===== src/rtl/rau_pkg.sv =====
package rau_pkg;

  localparam int unsigned WORD_BITS = 32;
  localparam int unsigned PROD_W    = 64;
  localparam int unsigned MAG_W     = 64;
  localparam int unsigned SUM_W     = 65;
  localparam int unsigned CNT_W     = 7;

  typedef enum logic [2:0] {
    OP_ADD = 3'd0,
    OP_SUB = 3'd1,
    OP_MUL = 3'd2,
    OP_DIV = 3'd3,
    OP_CMP = 3'd4
  } op_e;

  typedef enum logic [1:0] {
    ST_OK       = 2'd0,
    ST_DIV_ZERO = 2'd1,
    ST_OVERFLOW = 2'd2
  } status_e;

  typedef enum logic [3:0] {
    S_IDLE,
    S_MUL0,
    S_MUL1,
    S_MUL2,
    S_COMB,
    S_GCD_LOAD,
    S_GCD,
    S_DIVN_LOAD,
    S_DIVN,
    S_DIVD_LOAD,
    S_DIVD,
    S_FINISH
  } state_e;

  typedef struct packed {
    logic start;
    logic [MAG_W-1:0] dividend;
    logic [MAG_W-1:0] divisor;
  } div_req_t;

  typedef struct packed {
    logic done;
    logic [MAG_W-1:0] quotient;
    logic [MAG_W-1:0] remainder;
  } div_rsp_t;

endpackage


===== src/rtl/rational_arithmetic_unit.sv =====
// Items that need no reduction (compare, unknown operation codes, zero denominators, division
//   by zero, zero results) skip the divider; all others reduce by Euclid's algorithm, and
//   every remainder and exact division runs in one shared 64-step restoring divider.
// Throughput: one item at a time; busy is high while an item is in flight and is low again when done_o pulses.
// Reset: rst_ni asynchronous, active low; returns the sequencer to idle, no result pending.
// The receiver cannot stall: each result shows on done_o for exactly one cycle.
module rational_arithmetic_unit import rau_pkg::*; (
  input  logic                 clk_i,
  input  logic                 rst_ni,
  input  logic                 start,
  output logic                 busy,
  input  logic [2:0]           operation_i,
  input  logic signed [31:0]   a_num_i,
  input  logic [30:0]          a_den_i,
  input  logic signed [31:0]   b_num_i,
  input  logic [30:0]          b_den_i,
  output logic                 done_o,
  output logic signed [31:0]   res_num_o,
  output logic [30:0]          res_den_o,
  output logic                 is_greater_o,
  output logic                 is_equal_o,
  output logic [1:0]           status_o
);

  state_e state_q, state_d;
  logic [2:0]              op_q;
  logic signed [31:0]      an_q, bn_q;
  logic [30:0]             ad_q, bd_q;
  logic signed [PROD_W-1:0] p0_q, p1_q, p0_d, p1_d;
  logic [PROD_W-1:0]       den_q, den_d;
  logic                    neg_q, neg_d;
  logic [MAG_W-1:0]        mag_q, mag_d, u_q, u_d, v_q, v_d;
  logic                    done_q, done_d;
  logic signed [31:0]      rn_q, rn_d;
  logic [30:0]             rd_q, rd_d;
  logic                    gt_q, gt_d, eq_q, eq_d;
  logic [1:0]              st_q, st_d;
  div_req_t                dreq;
  div_rsp_t                drsp;

  logic signed [31:0]      mul_a;
  logic signed [32:0]      mul_b;
  logic signed [PROD_W:0]  mul_p;
  logic signed [SUM_W-1:0] comb;
  logic [MAG_W-1:0]        maxv;

  rau_divider u_div (.clk_i(clk_i), .rst_ni(rst_ni), .req_i(dreq), .rsp_o(drsp));

  assign maxv = MAG_W'((64'd1 << (WORD_BITS - 1)) - 64'd1);

  always_comb begin
    mul_a = (state_q == S_MUL0) ? an_q : bn_q;
    mul_b = (state_q == S_MUL0) ? $signed({2'b00, bd_q}) : $signed({2'b00, ad_q});
    if (state_q == S_MUL0 && (op_q == OP_MUL)) mul_b = {bn_q[31], bn_q};
    if (state_q == S_MUL1 && (op_q == OP_MUL || op_q == OP_DIV)) begin
      mul_a = $signed({1'b0, ad_q});
      mul_b = (op_q == OP_MUL) ? $signed({2'b00, bd_q}) : {bn_q[31], bn_q};
    end
    if (state_q == S_MUL2) begin
      mul_a = $signed({1'b0, ad_q});
      mul_b = $signed({2'b00, bd_q});
    end
    mul_p = mul_a * mul_b;
    if (op_q == OP_SUB) comb = SUM_W'(p0_q) - SUM_W'(p1_q);
    else                comb = SUM_W'(p0_q) + SUM_W'(p1_q);
  end

  always_comb begin
    state_d = state_q;
    case (state_q)
      S_IDLE:      if (start) state_d = S_MUL0;
      S_MUL0:      state_d = S_MUL1;
      S_MUL1:      state_d = S_MUL2;
      S_MUL2:      state_d = S_COMB;
      S_COMB:      state_d = S_GCD_LOAD;
      S_GCD_LOAD:  state_d = (op_q > OP_CMP || ad_q == '0 || bd_q == '0 || op_q == OP_CMP ||
                              (op_q == OP_DIV && bn_q == '0) || mag_q == '0) ? S_FINISH : S_GCD;
      S_GCD:       if (drsp.done) state_d = (drsp.remainder == '0) ? S_DIVN_LOAD : S_GCD;
      S_DIVN_LOAD: state_d = S_DIVN;
      S_DIVN:      if (drsp.done) state_d = S_DIVD_LOAD;
      S_DIVD_LOAD: state_d = S_DIVD;
      S_DIVD:      if (drsp.done) state_d = S_FINISH;
      S_FINISH:    state_d = S_IDLE;
      default:     state_d = S_IDLE;
    endcase
  end

  always_comb begin
    p0_d = p0_q; p1_d = p1_q; den_d = den_q; neg_d = neg_q; mag_d = mag_q;
    u_d = u_q; v_d = v_q; done_d = 1'b0;
    rn_d = rn_q; rd_d = rd_q; gt_d = gt_q; eq_d = eq_q; st_d = st_q;
    dreq = '0;
    case (state_q)
      S_MUL0: p0_d = mul_p[PROD_W-1:0];
      S_MUL1: p1_d = mul_p[PROD_W-1:0];
      S_MUL2: den_d = mul_p[PROD_W-1:0];
      S_COMB: begin
        if (op_q == OP_MUL || op_q == OP_DIV) begin
          den_d = p1_q;
          if (op_q == OP_DIV && p1_q[PROD_W-1]) begin
            neg_d = !p0_q[PROD_W-1] && p0_q != '0;
            mag_d = p0_q[PROD_W-1] ? MAG_W'(-p0_q) : MAG_W'(p0_q);
            den_d = -p1_q;
          end else begin
            neg_d = p0_q[PROD_W-1];
            mag_d = p0_q[PROD_W-1] ? MAG_W'(-p0_q) : MAG_W'(p0_q);
          end
        end else begin
          neg_d = comb[SUM_W-1];
          mag_d = comb[SUM_W-1] ? MAG_W'(-comb) : MAG_W'(comb);
        end
        gt_d = (p0_q > p1_q);
        eq_d = (p0_q == p1_q);
      end
      S_GCD_LOAD: begin
        u_d = mag_q; v_d = den_q;
        dreq.start = 1'b1; dreq.dividend = mag_q; dreq.divisor = den_q;
      end
      S_GCD: if (drsp.done) begin
        u_d = v_q; v_d = drsp.remainder;
        if (drsp.remainder != '0) begin
          dreq.start = 1'b1; dreq.dividend = v_q; dreq.divisor = drsp.remainder;
        end
      end
      S_DIVN_LOAD: begin
        dreq.start = 1'b1; dreq.dividend = mag_q; dreq.divisor = u_q;
      end
      S_DIVN: if (drsp.done) mag_d = drsp.quotient;
      S_DIVD_LOAD: begin
        dreq.start = 1'b1; dreq.dividend = den_q; dreq.divisor = u_q;
      end
      S_DIVD: if (drsp.done) den_d = drsp.quotient;
      S_FINISH: begin
        done_d = 1'b1;
        rn_d = '0; rd_d = 31'd1; st_d = ST_OK;
        if (op_q > OP_CMP) begin
          gt_d = 1'b0; eq_d = 1'b0;
        end else if (ad_q == '0 || bd_q == '0) begin
          gt_d = 1'b0; eq_d = 1'b0; st_d = ST_DIV_ZERO;
        end else if (op_q == OP_CMP) begin
          st_d = ST_OK;
        end else begin
          gt_d = 1'b0; eq_d = 1'b0;
          if (op_q == OP_DIV && bn_q == '0) st_d = ST_DIV_ZERO;
          else if (mag_q != '0) begin
            if ((neg_q ? mag_q > maxv + 1'b1 : mag_q > maxv) || den_q > maxv) st_d = ST_OVERFLOW;
            else begin
              rn_d = neg_q ? 32'(-mag_q) : 32'(mag_q);
              rd_d = 31'(den_q);
            end
          end
        end
      end
      default: ;
    endcase
  end

  always_ff @(posedge clk_i or negedge rst_ni) begin
    if (!rst_ni) begin
      state_q <= S_IDLE;
      done_q  <= 1'b0;
    end else begin
      state_q <= state_d;
      done_q  <= done_d;
    end
  end

  always_ff @(posedge clk_i) begin
    if (state_q == S_IDLE && start) begin
      op_q <= operation_i; an_q <= a_num_i; ad_q <= a_den_i;
      bn_q <= b_num_i; bd_q <= b_den_i;
    end
    p0_q <= p0_d; p1_q <= p1_d; den_q <= den_d; neg_q <= neg_d; mag_q <= mag_d;
    u_q <= u_d; v_q <= v_d;
    rn_q <= rn_d; rd_q <= rd_d; gt_q <= gt_d; eq_q <= eq_d; st_q <= st_d;
  end

  assign busy         = (state_q != S_IDLE);
  assign done_o       = done_q;
  assign res_num_o    = rn_q;
  assign res_den_o    = rd_q;
  assign is_greater_o = gt_q;
  assign is_equal_o   = eq_q;
  assign status_o     = st_q;

endmodule


===== src/rtl/rau_divider.sv =====
module rau_divider import rau_pkg::*; (
  input  logic     clk_i,
  input  logic     rst_ni,
  input  div_req_t req_i,
  output div_rsp_t rsp_o
);

  logic [MAG_W-1:0] quo_q, quo_d, rem_q, rem_d, dvs_q, dvs_d;
  logic [CNT_W-1:0] cnt_q, cnt_d;
  logic             busy_q, busy_d, done_q, done_d;
  logic [MAG_W:0]   trial;
  logic [MAG_W:0]   shifted;

  always_comb begin
    quo_d   = quo_q;
    rem_d   = rem_q;
    dvs_d   = dvs_q;
    cnt_d   = cnt_q;
    busy_d  = busy_q;
    done_d  = 1'b0;
    shifted = {rem_q, quo_q[MAG_W-1]};
    trial   = shifted - {1'b0, dvs_q};
    if (req_i.start) begin
      quo_d  = req_i.dividend;
      rem_d  = '0;
      dvs_d  = req_i.divisor;
      cnt_d  = '0;
      busy_d = 1'b1;
    end else if (busy_q) begin
      if (!trial[MAG_W]) begin
        rem_d = trial[MAG_W-1:0];
        quo_d = {quo_q[MAG_W-2:0], 1'b1};
      end else begin
        rem_d = shifted[MAG_W-1:0];
        quo_d = {quo_q[MAG_W-2:0], 1'b0};
      end
      cnt_d = cnt_q + 1'b1;
      if (cnt_q == CNT_W'(MAG_W - 1)) begin
        busy_d = 1'b0;
        done_d = 1'b1;
      end
    end
  end

  always_ff @(posedge clk_i or negedge rst_ni) begin
    if (!rst_ni) begin
      busy_q <= 1'b0;
      done_q <= 1'b0;
      cnt_q  <= '0;
    end else begin
      busy_q <= busy_d;
      done_q <= done_d;
      cnt_q  <= cnt_d;
    end
  end

  always_ff @(posedge clk_i) begin
    quo_q <= quo_d;
    rem_q <= rem_d;
    dvs_q <= dvs_d;
  end

  assign rsp_o.done      = done_q;
  assign rsp_o.quotient  = quo_q;
  assign rsp_o.remainder = rem_q;

endmodule


===== config.mk =====
export PLATFORM = sky130hd
export DESIGN_NAME = rational_arithmetic_unit
export DESIGN_NICKNAME = d
export VERILOG_FILES = /design/src/rtl/rau_pkg.sv /design/src/rtl/rational_arithmetic_unit.sv /design/src/rtl/rau_divider.sv
export SDC_FILE = /design/constraint.sdc
export NUM_CORES = 2
export LEC_CHECK = 0
export BUFFER_PORTS_ARGS = -buffer_cell sky130_fd_sc_hd__buf_2
export CAP_MARGIN = 5
export CORE_MARGIN = 3
export CORE_UTILIZATION = 44
export CTS_CLUSTER_DIAMETER = 200
export DETAILED_ROUTE_END_ITERATION = 6
export GPL_ROUTABILITY_DRIVEN = 0
export SYNTH_ARGS = -nofsm -noshare
export SYNTH_HDL_FRONTEND = slang
export SYNTH_HIERARCHICAL = 1
export SYNTH_SLANG_ARGS = --single-unit

===== constraint.sdc =====
create_clock -name clk_i -period 23.7 [get_ports clk_i]
set_input_delay 1.185 -clock clk_i [delete_from_list [all_inputs] [get_ports clk_i]]
set_output_delay 1.185 -clock clk_i [all_outputs]
set_load 0.02 [all_outputs]

==> impl_metrics.toml <==
[run_status]
status = "completed"

[clock_tree]
clock_tree.buffer_depth = 3
hold_buffers = 0
cts_tree = "done"
ctsResizeCount = 0
htreeDepth = 3
root_buffer = "clkbuf_16"
clock_latency_ns = 0.76
path_clk_slew_ns = 0.06
cts-buffers-inserted = 90
cts_setup_buffers = 0
cts.sinks = 787

[floorplan]
die-area_um2 = 201900
die_x_um = 449.3
num_rows = 162
pin_count = 201
die-height_um = 449.3
core_um2 = 195200
initial_core_util_pct = 44.30

[worst_setup_path]
critPathKind = "flip-flop to flip-flop"
endpoint_kind = "flip-flop"
cp_max_fo = 87
cpMaxStageDelayCell = "o21a_1"
path_common_cell = "fa_1"
crit_arrival_ns = 12.91
critical-path-max-stage-delay_ns = 1.06
worst_ep_required_time_ns = 24.20
cp-start-kind = "flip-flop"

[route]
routedWlPerCell_um = 24.68
viasPerCell = 5.980
num_vias = 72439
ant_nets = 0
dr.pass1.iters = 7
drtIter0Drc = 7925
routed_wirelength_mm = 299.0
drc = 0

[sta]
worst_pin_slew_ns = 1.288
fin_hold_ws_ns = 0.4218
rsz0062_at_grt = "false"
hold_viol_final = 0
clock-skew-final_ns = 0.06191
period_needed_ns = 12.40
max_clock_freq_ghz = 0.08062
tns_ns = 0
slew_headroom_pct = 14.13
finalSetupViolations = 0
finalCritPeriodShare_pct = 52.34
drv_slew = 0

[synthesis]
ys_warn_count = 6
synth_area_leaders = "fa_1, edfxtp_1, nand2_1, ha_1, inv_1"
synth_top_area_cell = "fa_1"
ys_types = 104
synth_top_flop_cell = "edfxtp_1"
syn-cell-area_um2 = 86460
synth_edf_count = 709
synth.avg_cell_area_um2 = 9.106
syn_inst = 9495
ys_seq_area_share_pct = 26.51
syn_nets = 11094
ys_ff_latch = 787
yosys.area.top_type_share_pct = 25.12
synth-async-reset-ratio_pct = 1.779

[worst_hold_path]
min_path_type = "input port to asynchronous set/reset pin"

[place]
port_buffers = 200
place_hpwl_mm = 235.4
dpl.cell_count = 11945

[grt]
antenna_found_initial = 8
grt-ovfl-total = 0
grt_pass1_wl_mm = 453.6
grt_usage_pct = 29.22
grt_max_degree = 94
grt_pass1_vias = 73135

[layout]
fin_nets = 11012
instances_no_fill = 12114
area_delta_synth_final_pct = 7.820
layout-drive-gt1-share_pct = 7.400
fin_util_pct = 47.76

[job]
cap_violations = 0
[per-stage QoR]
step                setup slack, ns  cell area, um^2
global placement              11.70            90190
floorplan                     11.88            86460
global route                  10.66            93220
detailed placement            11.48            90190
finish                        11.30            93220
CTS                           11.47            93220
[final timing paths]
path | start | endpoint | slack (ns) | cells after the start
setup reg to reg | state_q[1] | den_q[60] | 11.30 | 34
setup / recovery | state_q[1] | den_q[60] | 11.30 | 34
hold / removal | rst_ni | done_o | 0.42 | 1
hold reg to reg | u_q[62] | u_div/dvs_q[62] | 0.53 | 2
max in group asynchronous | rst_ni | u_div/busy_q | 22.87 | 1
min in group clk_i | u_q[62] | u_div/dvs_q[62] | 0.53 | 2
[kinds of logic after synthesis]
group / share of synthesized area (%)
compound gates: 14.00
mux: 1.205
fa+ha+maj: 30.65
simple gates: 16.05
flops: 26.51
buf+inv: 7.739
xor+xnor: 3.849
[routing by layer]
| layer | up-vias | global-route usage [%] | part of all wire (%) |
|---|---|---|---|
| met4 | 0 | 14.92 | 6.2 |
| li1 | 31748 | - | - |
| met5 | - | 0 | 0 |
| met2 | 4106 | 45.70 | 44 |
| met1 | 35737 | 39.10 | 40 |
| met3 | 848 | 4.994 | 9.8 |
[cell usage after synthesis, types with 66 or more instances]
cell type and instances:
a21oi_1 447, and3_1 66, o21a_1 75, nor3_1 97
nand3_1 132, ha_1 382, nand2_1 1414, fa_1 1085
xnor2_1 241, nor2_1 977, nand4_1 90, a31oi_1 92
a21o_1 84, clkbuf_1 452, o21ai_0 367, a22oi_1 90
inv_1 1239, o31ai_1 104, edfxtp_1 709, nor4_1 120
xor2_1 139
[placed cells by master (no fill, tap or decap), types with 61 or more instances in the layout]
cell type  netlist  routed
dfxtp_1         64      64
clkbuf_16        0      91
mux2_2          65      65
and3_1          66      65
o31ai_1        104     104
buf_2           29     200
o21ai_0        367     354
fa_1          1085    1085
xor2_1         139     139
edfxtp_1       709     709
xnor2_1        241     241
o21a_1          75      75
nor2_1         977     967
nand2b_1        63      61
nor3_1          97      95
a222oi_1        64      64
a31oi_1         92      87
ha_1           382     382
inv_1         1239    1236
a21o_1          84      83
nand3_1        132     130
nand4_1         90      90
buf_4            5     145
a21oi_1        447     445
a22oi_1         90      90
nor4_1         120     117
nand2_1       1414    1410
[area by class of cell]
class / instances / area (um^2)
clock buffers: 118 / 2489
well taps: 2624 / 3283
inverters: 1248 / 4687
fillers: 18352 / 102000
repair buffers: 346 / 2110
multi-input cells: 6940 / 57180
flip-flops and latches: 787 / 22920
clock inverters: 48 / 541.8
diodes: 3 / 7.507
[worst max-delay path: cells and delay by family, from the launching register on]
family                   cells  cell delay, ns
flip-flops                   1            0.54
adder cells (fa/ha/maj)      9            4.51
buffers and inverters        6            1.80
AO/OA/AOI/OAI               11            3.63
AND/OR/NAND/NOR              8            1.59
Power is not shown: default switching activity piles up to over one toggle a cycle in this logic, so the estimate is an artifact.
